--- config.mk ---
export PLATFORM = sky130hd
export DESIGN_NAME = atme_ctrl
export DESIGN_NICKNAME = d
export VERILOG_FILES = /design/src/rtl/atme_pkg.sv /design/src/rtl/atme_ctrl.sv
export SDC_FILE = /design/constraint.sdc
export NUM_CORES = 1
export LEC_CHECK = 0
export ABC_AREA = 1
export BUFFER_PORTS_ARGS = -buffer_cell sky130_fd_sc_hd__buf_2
export CAP_MARGIN = 10
export CORE_ASPECT_RATIO = 0.5
export CORE_MARGIN = 5
export CORE_UTILIZATION = 35
export CTS_CLUSTER_DIAMETER = 60
export DETAILED_ROUTE_END_ITERATION = 7
export MAX_ROUTING_LAYER = met4
export PLACE_DENSITY = 0.61
export SLEW_MARGIN = 20
export SYNTH_ARGS = -nofsm -noshare
export SYNTH_HDL_FRONTEND = slang
export SYNTH_SLANG_ARGS = --single-unit
export TNS_END_PERCENT = 10
--- constraint.sdc ---
create_clock -name clock -period 1.9 [get_ports clock]
set_clock_uncertainty 0.1 [all_clocks]
set_input_delay 0.38 -clock clock [delete_from_list [all_inputs] [get_ports clock]]
set_output_delay 0.38 -clock clock [all_outputs]
set_load 0.03 [all_outputs]
--- src/rtl/atme_pkg.sv ---
// Shared constants, types and tables of the 4x4 transform engine.
package atme_pkg;

   localparam int FRAC_BITS    = 16;
   localparam int CORDIC_STEPS = 16;
   localparam int VAL_W        = 32;
   localparam int STEP_W       = $clog2(CORDIC_STEPS);
   localparam int CRD_W        = 34;

   localparam logic [31:0] K_RAD  = 32'd2734261102;
   localparam logic [31:0] K_DEG  = 32'd3054198966;
   localparam logic [CRD_W-1:0] X_INIT = CRD_W'(652032874);

   localparam logic [3:0] OP_IDENT  = 4'd0;
   localparam logic [3:0] OP_TRANS  = 4'd1;
   localparam logic [3:0] OP_SCALE  = 4'd2;
   localparam logic [3:0] OP_ROTX   = 4'd3;
   localparam logic [3:0] OP_ROTY   = 4'd4;
   localparam logic [3:0] OP_ROTZ   = 4'd5;
   localparam logic [3:0] OP_WROPD  = 4'd6;
   localparam logic [3:0] OP_MULIN  = 4'd7;
   localparam logic [3:0] OP_MULOUT = 4'd8;
   localparam logic [3:0] OP_READ   = 4'd9;

   typedef struct packed {
      logic       accept;
      logic       cordic_start;
      logic       rot_apply;
      logic       mul_issue;
      logic [5:0] mul_cnt;
      logic       commit;
      logic       emit_tmp;
      logic [3:0] emit_idx;
      logic       emit_last;
   } atme_cmd_type;

   typedef struct packed {
      logic cordic_done;
      logic mul_done;
   } atme_stat_type;

   function automatic logic signed [VAL_W-1:0] ident_elem(input logic [3:0] idx);
      logic signed [VAL_W-1:0] one;
      one = VAL_W'(1) << FRAC_BITS;
      if (idx == 4'd0 || idx == 4'd5 || idx == 4'd10 || idx == 4'd15) begin
         return one;
      end
      return '0;
   endfunction

   function automatic logic [31:0] atan_entry(input logic [4:0] i);
      case (i)
         5'd0:  return 32'd536870912;
         5'd1:  return 32'd316933406;
         5'd2:  return 32'd167458907;
         5'd3:  return 32'd85004756;
         5'd4:  return 32'd42667331;
         5'd5:  return 32'd21354465;
         5'd6:  return 32'd10679838;
         5'd7:  return 32'd5340245;
         5'd8:  return 32'd2670163;
         5'd9:  return 32'd1335087;
         5'd10: return 32'd667544;
         5'd11: return 32'd333772;
         5'd12: return 32'd166886;
         5'd13: return 32'd83443;
         5'd14: return 32'd41722;
         5'd15: return 32'd20861;
         5'd16: return 32'd10430;
         5'd17: return 32'd5215;
         5'd18: return 32'd2608;
         5'd19: return 32'd1304;
         5'd20: return 32'd652;
         5'd21: return 32'd326;
         5'd22: return 32'd163;
         5'd23: return 32'd81;
         default: return 32'd0;
      endcase
   endfunction

endpackage

--- src/rtl/atme_ctrl.sv ---
// Command sequencer: accepts items, runs rotation and product phases, emits results.
module atme_ctrl (
   input  logic                     clock,
   input  logic                     reset,
   input  logic                     req_valid,
   input  logic [3:0]               req_opcode,
   output logic                     req_ready,
   output logic                     rsp_valid,
   input  logic                     rsp_ready,
   output atme_pkg::atme_cmd_type   cmd,
   input  atme_pkg::atme_stat_type  stat
);
   import atme_pkg::*;

   localparam logic [2:0] S_IDLE  = 3'd0;
   localparam logic [2:0] S_CORD  = 3'd1;
   localparam logic [2:0] S_MUL   = 3'd2;
   localparam logic [2:0] S_MWAIT = 3'd3;
   localparam logic [2:0] S_EMIT  = 3'd4;

   logic [2:0] state_ff, state_in;
   logic [3:0] op_ff;
   logic [5:0] cnt_ff, cnt_in;
   logic [3:0] eidx_ff, eidx_in;
   logic       etmp_ff, etmp_in;
   logic       acc;

   assign req_ready = (state_ff == S_IDLE);
   assign rsp_valid = (state_ff == S_EMIT);
   assign acc       = req_valid && req_ready;

   always_comb begin
      state_in = state_ff;
      cnt_in   = cnt_ff;
      eidx_in  = eidx_ff;
      etmp_in  = etmp_ff;
      cmd              = '0;
      cmd.accept       = acc;
      cmd.mul_cnt      = cnt_ff;
      cmd.emit_tmp     = etmp_ff;
      cmd.emit_idx     = eidx_ff;
      cmd.emit_last    = (eidx_ff == 4'd15);
      case (state_ff)
         S_IDLE: begin
            if (acc) begin
               if (req_opcode inside {OP_ROTX, OP_ROTY, OP_ROTZ}) begin
                  cmd.cordic_start = 1'b1;
                  state_in = S_CORD;
               end else if (req_opcode inside {OP_MULIN, OP_MULOUT}) begin
                  cnt_in   = '0;
                  state_in = S_MUL;
               end else if (req_opcode == OP_READ) begin
                  eidx_in  = '0;
                  etmp_in  = 1'b0;
                  state_in = S_EMIT;
               end
            end
         end
         S_CORD: begin
            if (stat.cordic_done) begin
               cmd.rot_apply = 1'b1;
               state_in = S_IDLE;
            end
         end
         S_MUL: begin
            cmd.mul_issue = 1'b1;
            cnt_in = cnt_ff + 1'b1;
            if (cnt_ff == 6'd63) state_in = S_MWAIT;
         end
         S_MWAIT: begin
            if (stat.mul_done) begin
               if (op_ff == OP_MULIN) begin
                  cmd.commit = 1'b1;
                  state_in = S_IDLE;
               end else begin
                  eidx_in  = '0;
                  etmp_in  = 1'b1;
                  state_in = S_EMIT;
               end
            end
         end
         S_EMIT: begin
            if (rsp_ready) begin
               eidx_in = eidx_ff + 1'b1;
               if (eidx_ff == 4'd15) state_in = S_IDLE;
            end
         end
         default: state_in = S_IDLE;
      endcase
   end

   always_ff @(posedge clock) begin
      if (reset) begin
         state_ff <= S_IDLE;
         cnt_ff   <= '0;
         eidx_ff  <= '0;
         etmp_ff  <= 1'b0;
      end else begin
         state_ff <= state_in;
         cnt_ff   <= cnt_in;
         eidx_ff  <= eidx_in;
         etmp_ff  <= etmp_in;
      end
      if (acc) op_ff <= req_opcode;
   end

   a_no_overlap: assert property (@(posedge clock) disable iff (reset)
      rsp_valid |-> !req_ready) else $error("result shown while taking items");
   a_mul_done_wait: assert property (@(posedge clock) disable iff (reset)
      stat.mul_done |-> state_ff == S_MWAIT) else $error("product done out of phase");
   a_cordic_wait: assert property (@(posedge clock) disable iff (reset)
      stat.cordic_done |-> state_ff == S_CORD) else $error("sine done out of phase");
   a_emit_end: assert property (@(posedge clock) disable iff (reset)
      (rsp_valid && rsp_ready && eidx_ff == 4'd15) |=> state_ff == S_IDLE)
      else $error("readout did not end after last item");

endmodule

==> metrics.md, run 1 <==
| Metric | Value |
|---|---|
| Number of hold buffers added after CTS | 0 |
| I/O Pins | 29 |
| Later-pin clock latency in the skew report | 0.26 ns |
| Slew margin rel. | 81.6% |
| Synthesized net count | 179 |
| Share of layout cells above drive strength 1 | 27.5% |
| CP Data Arrival Time | 1.32 ns |
| Num CTS Buffers | 3 |
| Switch Pwr | 732 µW |
| First-pass GRT wire length | 4.45 mm |
| Routed vias | 1109 |
| Fmax | 557 MHz |
| Max cap viols | 0 |
| # clock sinks | 18 |
| Syn Area/Cell | 6.71 µm² |
| PD cells | 1170 nW/µm² |
| GRT met1 Usage | 15.2% |
| Worst-path clk slew | 0.07 ns |
| Clock power share | 17.5% |
| Tot Pwr | 1.62 mW |
| GRT Overall Usage | 12.6% |
| Internal power | 886 µW |
| Routed WL per cell | 10.5 µm |
| # diodes | 0 |
| Leakage | 0.720 nW |
| Count of input and output buffers | 28 |
| Die Area | 4500 µm² |
| Final period util | 94.5% |
| Gate power share | 49.8% |
| Clock root buffer | clkbuf_8 |
| Fin. Hold Viols | 0 |
| Cell count after synthesis | 167 |
| Final WL | 2.52 mm |
| DR iter-0 viols | 31 |
| Part of the power in registers | 32.7% |
| GR Overflow Total | 0 |
| Maximum vdd drop | 0.349 mV |
| Synth-to-Final Area Change | 23.1% |
| Setup Crit Path Kind | register to output pin |
| Setup tns final | 0 ns |
| DRC | 0 |
| Gr busiest metal | met2 |
| Dpl cell area | 1310 µm² |
| Hold Crit Class | input port to register |
| Tmin final | 1.80 ns |
| Status | complete, no violations |
| Deepest clock path buffer count | 2 |
| Startpoint types | register |
| Met3 GRT Util | 4.10% |
| Final hold slack | 0.219 ns |
| GP Congestion | 0.778 |
| Core area | 3030 µm² |
| Yosys reg bits | 18 |
| HPWL Detailed | 1.98 mm |
| DIE WIDTH | 90.0 µm |
| Final instance area | 1380 µm² |
| Max Slew Vio Count | 0 |
| Rows | 14 |
| DR pass1 iterations | 4 |
| Die height | 50.0 µm |
| Sequential share of the synthesized area | 35.7% |
| H-tree depth | 1 |
| Final Setup Violations | 0 |
| Vias per inst | 4.62 |
| Met2 Track Usage GR | 19.9% |
| Switching share of power | 45.2% |
| Vias in the first global route | 990 |
| Max FO, Critical Path | 5 |
| Worst slew pin tran | 0.276 ns |
| Unrepaired setup endpoints after global routing | false |
| CTS tree | yes |
| Post-Syn Area | 1120 µm² |
| Worst Path Required | 1.42 ns |
| Pin count of the biggest net entering global routing | 11 |
| Post-route antenna net violation count | 0 |
| Synth Warn # | 0 |
| Synth cell types | 30 |
| Worst Setup End Kind | output pin |
| Initial antenna violation count | 0 |
| Starting Density | 37.0% |
| Nets | 213 |
## layout by cell type (no fill, tap or decap), drive strengths merged
master  instances
buf            32
or2             2
nand4           2
nor4            1
nand3          16
edfxtp          4
clkbuf          4
dfxtp          14
nor2           29
and2b           1
ha              2
inv            22
nand2          52
and2            1
xnor2           1
clkinv          1
o21ai           3
a21oi          11
xor2            1
a31o            1
## flip-flops by register name (all words and copies together) (netlist names)
| signal | count |
|---|---|
| cnt_ff | 6 |
| eidx_ff | 4 |
| op_ff | 4 |
| state_ff | 3 |
| etmp_ff | 1 |
## cell usage after synthesis
cell | count | area, µm²
inv_1 | 20 | 75.1
dfxtp_1 | 14 | 280
nand2_1 | 49 | 184
nand3_2 | 3 | 30.0
o21ai_2 | 1 | 8.76
or2_2 | 1 | 6.26
nand2_4 | 2 | 22.5
inv_2 | 2 | 7.51
buf_4 | 2 | 15.0
nor4_1 | 1 | 6.26
a31o_2 | 1 | 8.76
o21ai_1 | 1 | 5.00
and2_1 | 1 | 6.26
a21oi_1 | 10 | 50.1
nor2_1 | 26 | 97.6
o21ai_0 | 1 | 5.00
edfxtp_1 | 4 | 120
ha_1 | 2 | 25.0
buf_1 | 1 | 3.75
or2_0 | 1 | 6.26
nor2_4 | 2 | 22.5
xnor2_1 | 1 | 8.76
nand2_2 | 1 | 6.26
clkinv_1 | 1 | 3.75
a21oi_4 | 1 | 16.3
and2b_1 | 1 | 7.51
nor2_2 | 1 | 6.26
xor2_1 | 1 | 8.76
nand3_1 | 13 | 65.1
nand4_1 | 2 | 12.5
## layout make-up
cell class	count	area, µm²
multi-input cells	123	622
repair buffers	32	173
inverters	23	86.3
clock buffers	4	45.0
flip-flops and latches	18	404
well taps	40	50.0
fillers	352	1650
## metal layers
layer | up-vias | routed length [µm]
met5 | - | 0
met4 | 0 | 12
met3 | 2 | 136
met2 | 22 | 1090
met1 | 494 | 1280
li1 | 591 | -
## critical path, cell delays in order, from the launching register on
cell,delay [ns]
dfxtp_2,0.37
nor2_4,0.15
nand2_4,0.08
inv_2,0.07
nand2_1,0.07
nor2_1,0.13
buf_4,0.18
## cells by family (layout without fill, tap and decap cells)
| group | after synthesis | in the layout | share of synthesized area [%] |
|---|---|---|---|
| adders and majority gates | 2 | 2 | 2.23 |
| and+or+nand+nor | 104 | 104 | 42.7 |
| xor gates and xnor gates | 2 | 2 | 1.56 |
| AOI/OAI and AO/OA | 15 | 15 | 8.37 |
| DFF | 18 | 18 | 35.7 |
| buffers and inverters | 26 | 59 | 9.37 |
## power by group through the flow
stage                     combinational [mW]  clock (mW)  sequential, mW
after CTS                              0.792       0.298           0.524
after floorplan                        0.574           0           0.556
after detailed placement               0.759           0           0.533
final                                  0.806       0.283           0.528
after global placement                 0.755           0           0.532
after global routing                   0.900       0.317           0.538
## per-stage QoR
step,std cells,worst slack [ns],util (%)
global route,240,0.0233,45.5
detailed placement,233,0.201,43.1
CTS,239,0.00210,45.1
floorplan,167,0.0271,-
global placement,233,0.241,43.1
finish,240,0.105,45.5
## final timing paths
| kind | startpoint | endpoint | slack (ns) | cells past startpoint |
|---|---|---|---|---|
| hold reg to reg | etmp_ff | etmp_ff | 0.38 | 2 |
| hold / removal | req_opcode[2] | op_ff[2] | 0.22 | 1 |
| setup / recovery | state_ff[0] | cmd[15] | 0.10 | 6 |
| setup reg to reg | state_ff[0] | state_ff[1] | 0.21 | 10 |
## timing repair
item                                    CTS  global route
buffers inserted                          2             1
endpoints found under the setup margin    1             6
gates resized for setup                   0             6
pin swaps                                 1             1
Power figures use the tool's default switching activity.
==> inputs of run 2 (changes only) <==
--- a/config.mk
+++ b/config.mk
@@ -11,6 +11,7 @@
 export CORE_ASPECT_RATIO = 0.5
 export CORE_MARGIN = 5
 export CORE_UTILIZATION = 35
+export CTS_BUF_LIST = sky130_fd_sc_hd__clkbuf_8
 export CTS_CLUSTER_DIAMETER = 60
 export DETAILED_ROUTE_END_ITERATION = 7
 export MAX_ROUTING_LAYER = met4
==> run 2 against run 1 <==
  * Clock power shrank 2%
  * Design area did not move
  * Sequential power is essentially flat
  * Combinational power about the same
  * Sequential cell count stayed put
  * Fmax up 0.17%
  * Critical endpoint unchanged
  * Highest routed layer unchanged
==> metrics.md, run 2 (synthesis results as in run 1) <==
| Metric | Value |
|---|---|
| Setup tns final | 0 ns (unchanged) |
| Final period util | 94.3% (-0.16 points) |
| Count of input and output buffers | 28 (unchanged) |
| Leakage | 0.724 nW (+0.58%) |
| Finished Layout Cells | 240 (unchanged) |
| Startpoint types | register |
| Tmin final | 1.79 ns (-0.00298 ns) |
| GR Overflow Total | 0 (unchanged) |
| Cell Count Post-Placement | 233 (unchanged) |
| Most common cell after layout, fill and taps aside | nand2_1 |
| Worst Path Required | 1.42 ns (about the same) |
| Status | complete, no violations |
| Unrepaired setup endpoints after global routing | false |
| Reg-to-Reg Start | state_ff[0] |
| Routed vias | 1103 (-0.54%) |
| Vias per inst | 4.60 (-0.54%) |
| DR pass1 iterations | 4 (unchanged) |
| Nets | 213 (unchanged) |
| DP Worst Slack | 0.201 ns (unchanged) |
| GRT Overall Usage | 12.6% (unchanged) |
| Critical path's slowest cell | dfxtp_2 |
| Top reg by flops | cnt_ff |
| # diodes | 0 (unchanged) |
| Worst Setup End Kind | output pin |
| Post-route antenna net violation count | 0 (unchanged) |
| Hold Crit Class | input port to register |
| Initial antenna violation count | 0 (unchanged) |
| Hold_sp | req_opcode[2] |
| Reg2reg path depth | 10 (unchanged) |
| Number of hold buffers added after CTS | 0 (unchanged) |
| Die Area | 4500 µm² (unchanged) |
| Synth-to-Final Area Change | 23.1% (unchanged) |
| HPWL Detailed | 1.98 mm (unchanged) |
| WP buf/inv | 2 (unchanged) |
| Setup Crit Path Kind | register to output pin |
| Slew margin rel. | 81.6% (about the same) |
| GP Congestion | 0.778 (unchanged) |
| Biggest regs | cnt_ff x6, eidx_ff x4, op_ff x4 |
| Final WL | 2.52 mm (-0.12%) |
| Num CTS Buffers | 3 (unchanged) |
| DR iter-0 viols | 31 (unchanged) |
| Die height | 50.0 µm (unchanged) |
| # clock sinks | 18 (unchanged) |
| Min-Delay Path Depth | 1 (unchanged) |
| Starting Density | 37.0% (unchanged) |
| Maximum vdd drop | 0.346 mV (-0.77%) |
| Max cap viols | 0 (unchanged) |
| CP peak stage delay | 0.37 ns (about the same) |
| DRC | 0 (unchanged) |
| H-tree depth | 1 (unchanged) |
| Rows | 14 (unchanged) |
| Pin count of the biggest net entering global routing | 11 (unchanged) |
| Routed WL per cell | 10.5 µm (-0.12%) |
| Fin. Hold Viols | 0 (unchanged) |
| Fin worst setup slack | 0.108 ns (+0.00298 ns) |
| Vias in the first global route | 990 (unchanged) |
| Deepest clock path buffer count | 2 (unchanged) |
| DIE WIDTH | 90.0 µm (unchanged) |
| Share of layout cells above drive strength 1 | 27.5% (unchanged) |
| Commonest non-fill, non-tap cells in the layout | nand2_1, buf_2, nor2_1 |
| CP Data Arrival Time | 1.31 ns (about the same) |
| Worst R2R End | state_ff[1] |
| Clock root buffer | clkbuf_8 |
| Hold endpoint | op_ff[2] |
| PD cells | 1170 nW/µm² (-0.51%) |
| Later-pin clock latency in the skew report | 0.26 ns (about the same) |
| CTS tree | yes |
| Max FO, Critical Path | 5 (unchanged) |
| Worst-path clk slew | 0.07 ns (about the same) |
| Top Family by Delay on Critical Path | simple AND/OR/NAND/NOR gates |
| Final Setup Violations | 0 (unchanged) |
| Max Slew Vio Count | 0 (unchanged) |
| Core area | 3030 µm² (unchanged) |
| I/O Pins | 29 (unchanged) |
| Max reg flops | 6 (unchanged) |
| CP cell instances | nor2_4, nand2_4, inv_2, nand2_1, nor2_1, buf_4 |
| R2R Setup Slk | 0.21 ns (about the same) |
| Worst slew pin tran | 0.276 ns (-0.000132 ns) |
| Fmax | 558 MHz (+0.17%) |
| First-pass GRT wire length | 4.45 mm (unchanged) |
==> run 2: how the worst max path moves through the flow <==
| stage | from | to | slack, ns | depth (start not counted) |
|---|---|---|---|---|
| CTS | state_ff[0] | cmd[15] | 0.002 | 6 |
| finish | state_ff[0] | cmd[15] | 0.11 | 6 |
| detailed placement | req_opcode[1] | cmd[15] | 0.20 | 6 |
| floorplan | state_ff[1] | cmd[15] | 0.03 | 5 |
| global route | state_ff[0] | rsp_valid | 0.02 | 5 |
| global placement | req_opcode[2] | cmd[15] | 0.24 | 6 |
==> run 2: layout make-up <==
| type | count | area [µm²] |
|---|---|---|
| Tap cell | 40 | 50.0 |
| Inverter | 23 | 86.3 |
| Multi-Input combinational cell | 123 | 622 |
| Timing Repair Buffer | 32 | 173 |
| Sequential cell | 18 | 404 |
| Fill cell | 352 | 1650 |
| Clock buffer | 3 | 41.3 |
| Clock inverter | 1 | 3.75 |
==> run 2: where the power goes <==
part | switching (mW) | internal [mW] | leakage (nW) | total [mW]
registers | 0.0630 | 0.466 | 0.153 | 0.529
clock network | 0.132 | 0.144 | 0.0269 | 0.276
logic | 0.534 | 0.271 | 0.544 | 0.805
total | 0.729 | 0.880 | 0.724 | 1.61
==> run 2: what timing repair did <==
action                                  in CTS  in global routing
gates resized for setup                      0                  6
buffers inserted                             2                  1
endpoints found under the setup margin       1                  6
pin swaps                                    1                  1
==> run 2: layer usage <==
metal,up-vias,wire length [µm],track usage [%]
li1,590,-,-
met1,489,1290,15.2
met2,22,1080,19.9
met3,2,136,4.10
met4,0,12,4.46
met5,-,0,-
==> run 2: metrics by stage <==
stage	hold WS, ns	power (mW)	cell area [µm²]	util [%]
finish	0.221	1.61	1380	45.5
global route	0.216	1.75	1380	45.5
CTS	0.211	1.61	1370	45.1
detailed placement	0.376	1.29	1310	43.1
global placement	0.362	1.29	1310	43.1
floorplan	0.355	1.13	1130	-
==> inputs of run 3 (changes only) <==
--- a/config.mk
+++ b/config.mk
@@ -15,7 +15,7 @@
 export CTS_CLUSTER_DIAMETER = 60
 export DETAILED_ROUTE_END_ITERATION = 7
 export MAX_ROUTING_LAYER = met4
-export PLACE_DENSITY = 0.61
+export PLACE_DENSITY = 0.67
 export SLEW_MARGIN = 20
 export SYNTH_ARGS = -nofsm -noshare
 export SYNTH_HDL_FRONTEND = slang
==> run 3 against run 2 <==
  * Worst setup slack got worse by 0.0018 ns
  * Die area did not move
  * Via count rose by 1.4%
  * Clock power rose by 16%
  * Fmax fell by 0.10%
  * First-iteration DRC count rose by 65%
  * Critical path depth did not move
  * Utilization barely moved
  * Hold slack improved by 0.0060 ns
  * Critical path type unchanged
  * Routed wire length rose by 4.3%
  * Design area barely moved
  * Sequential cell count did not move
==> metrics.md, run 3 (synthesis results as in run 1) <==
| Metric | Value |
|---|---|
| Later-pin clock latency in the skew report | 0.25 ns (about the same) |
| Util after Layout | 45.6% (about the same) |
| Vias per inst | 4.68 (+1.8%) |
| Worst R2R End | state_ff[2] |
| Multi-input logic area | 622 µm² (unchanged) |
| DRC | 0 (unchanged) |
| Startpoint types | register |
| Fin worst setup slack | 0.106 ns (-0.00184 ns) |
| H-tree depth | 1 (unchanged) |
| Commonest non-fill, non-tap cells in the layout | nand2_1, buf_2, nor2_1 |
| Final period util | 94.4% (+0.097 points) |
| Die height | 50.0 µm (unchanged) |
| DP Worst Slack | 0.214 ns (+0.0126 ns) |
| Final Setup Violations | 0 (unchanged) |
| Tot Pwr | 1.64 mW (+2.1%) |
| CP cell instances | nor2_4, nand2_4, inv_1, nand2_1, nor2_1, buf_4 |
| Rows | 14 (unchanged) |
| Most common cell after layout, fill and taps aside | nand2_1 |
| PD cells | 1190 nW/µm² (+2.0%) |
| Switching share of power | 44.8% (-0.49 points) |
| Hold endpoint | op_ff[2] |
| Part of the power in registers | 32.0% (-0.9 points) |
| Reg-to-Reg Start | state_ff[2] |
| CP peak stage delay | 0.37 ns (about the same) |
| FF+latch area | 403 µm² (-0.31%) |
| Synth-to-Final Area Change | 23.2% (about the same) |
| Clock root buffer | clkbuf_8 |
| Setup Crit Path Kind | register to output pin |
| CP Data Arrival Time | 1.31 ns (about the same) |
| # diodes | 0 (unchanged) |
| Max reg flops | 6 (unchanged) |
| Top reg by flops | cnt_ff |
| Hold_sp | req_opcode[2] |
| Fill count | 308 (-13%) |
| Worst Path Required | 1.42 ns (about the same) |
| Leakage | 0.722 nW (-0.31%) |
| Unrepaired setup endpoints after global routing | false |
| Die Area | 4500 µm² (unchanged) |
| Min-Delay Path Depth | 1 (unchanged) |
| Fmax | 557 MHz (-0.10%) |
| Max cap viols | 0 (unchanged) |
| Starting Density | 37.0% (unchanged) |
| DR iter-0 viols | 51 (+65%) |
| GP Congestion | 0.823 (+5.8%) |
| Dpl cell area | 1310 µm² (unchanged) |
| DR pass1 iterations | 4 (unchanged) |
| Status | complete, no violations |
| GR Overflow Total | 0 (unchanged) |
| Tmin final | 1.79 ns (+0.00184 ns) |
| Maximum vdd drop | 0.383 mV (+11%) |
| Deepest clock path buffer count | 2 (unchanged) |
| GRT Overall Usage | 12.6% (-0.050 points) |
| Pin count of the biggest net entering global routing | 11 (unchanged) |
| Hold Crit Class | input port to register |
| Clock power share | 19.5% (+2.4 points) |
| Worst slew pin tran | 0.272 ns (-0.00356 ns) |
| HPWL Detailed | 2.01 mm (+1.8%) |
| Count of input and output buffers | 28 (unchanged) |
| Initial antenna violation count | 0 (unchanged) |
| I/O Pins | 29 (unchanged) |
| Cell Count Post-Placement | 233 (unchanged) |
| Worst-path clk slew | 0.07 ns (about the same) |
| R2R Setup Slk | 0.22 ns (about the same) |
| # clock sinks | 18 (unchanged) |
| Routed vias | 1118 (+1.4%) |
| Reg2reg path depth | 11 (+1) |
| Max Slew Vio Count | 0 (unchanged) |
| Nets | 212 (-0.47%) |
| Routed WL per cell | 11.0 µm (+4.8%) |
| Gate power share | 48.5% (-1.5 points) |
| Finished Layout Cells | 239 (-0.42%) |
| Slew margin rel. | 81.8% (+0.24 points) |
| Max FO, Critical Path | 5 (unchanged) |
| Switch Pwr | 736 µW (+0.99%) |
| Num CTS Buffers | 3 (unchanged) |
| Final WL | 2.63 mm (+4.3%) |
| First-pass GRT wire length | 4.52 mm (+1.6%) |
| Final instance area | 1380 µm² (about the same) |
| Worst Setup End Kind | output pin |
| Final hold slack | 0.227 ns (+0.00597 ns) |
| Post-route antenna net violation count | 0 (unchanged) |
| DIE WIDTH | 90.0 µm (unchanged) |
| Setup tns final | 0 ns (unchanged) |
| Fin. Hold Viols | 0 (unchanged) |
| Critical path's slowest cell | dfxtp_2 |
| Biggest regs | cnt_ff x6, eidx_ff x4, op_ff x4 |
| CTS tree | yes |
| Internal power | 907 µW (+3.0%) |
| Share of layout cells above drive strength 1 | 26.6% (-0.87 points) |
| Vias in the first global route | 1044 (+5.5%) |
| Core area | 3030 µm² (unchanged) |
==> run 3: routing by layer <==
metal	up-vias	GRT usage (%)	part of all wire (%)
li1	588	-	-
met1	496	15.6	50
met2	32	19.4	42
met3	2	4.10	6.4
met4	0	3.96	0.80
met5	-	-	0
==> run 3: worst max-delay path: cells and delay by family, from the launching register on <==
kind / cells / cell delay [ns]
buf+inv: 2 / 0.28
flops: 1 / 0.37
simple gates: 4 / 0.41
==> run 3: final cells by class <==
class                      instances  area share, %
multi-input combinational        123           45.0
sequential                        18           29.2
timing repair buffer              31           12.0
inverter                          23           6.25
clock buffer                       4           3.99
tap                               40           3.62
==> run 3: worst max path at each step <==
| stage | from | end | slack, ns | cells past startpoint |
|---|---|---|---|---|
| global placement | req_opcode[2] | cmd[15] | 0.25 | 6 |
| floorplan | state_ff[1] | cmd[15] | 0.03 | 5 |
| detailed placement | req_opcode[1] | cmd[15] | 0.21 | 6 |
| finish | state_ff[0] | cmd[15] | 0.11 | 6 |
| global route | state_ff[2] | cmd[15] | 0.003 | 6 |
| CTS | state_ff[0] | cmd[15] | 0.01 | 6 |
==> run 3: power by group through the flow <==
stage | logic [mW] | clock network, mW | registers (mW)
6_report | 0.797 | 0.320 | 0.526
5_1_grt | 0.879 | 0.347 | 0.537
4_1_cts | 0.787 | 0.327 | 0.523
3_5_place_dp | 0.764 | 0 | 0.531
3_3_place_gp | 0.754 | 0 | 0.530
2_1_floorplan | 0.574 | 0 | 0.556
==> run 3: timing repair <==
item / in CTS / in global routing
hold buffers: 0 / 0
setup buffers: 1 / 1
pin swaps: 1 / 1
endpoints found under the setup margin: 1 / 4
gates resized for setup: 0 / 4
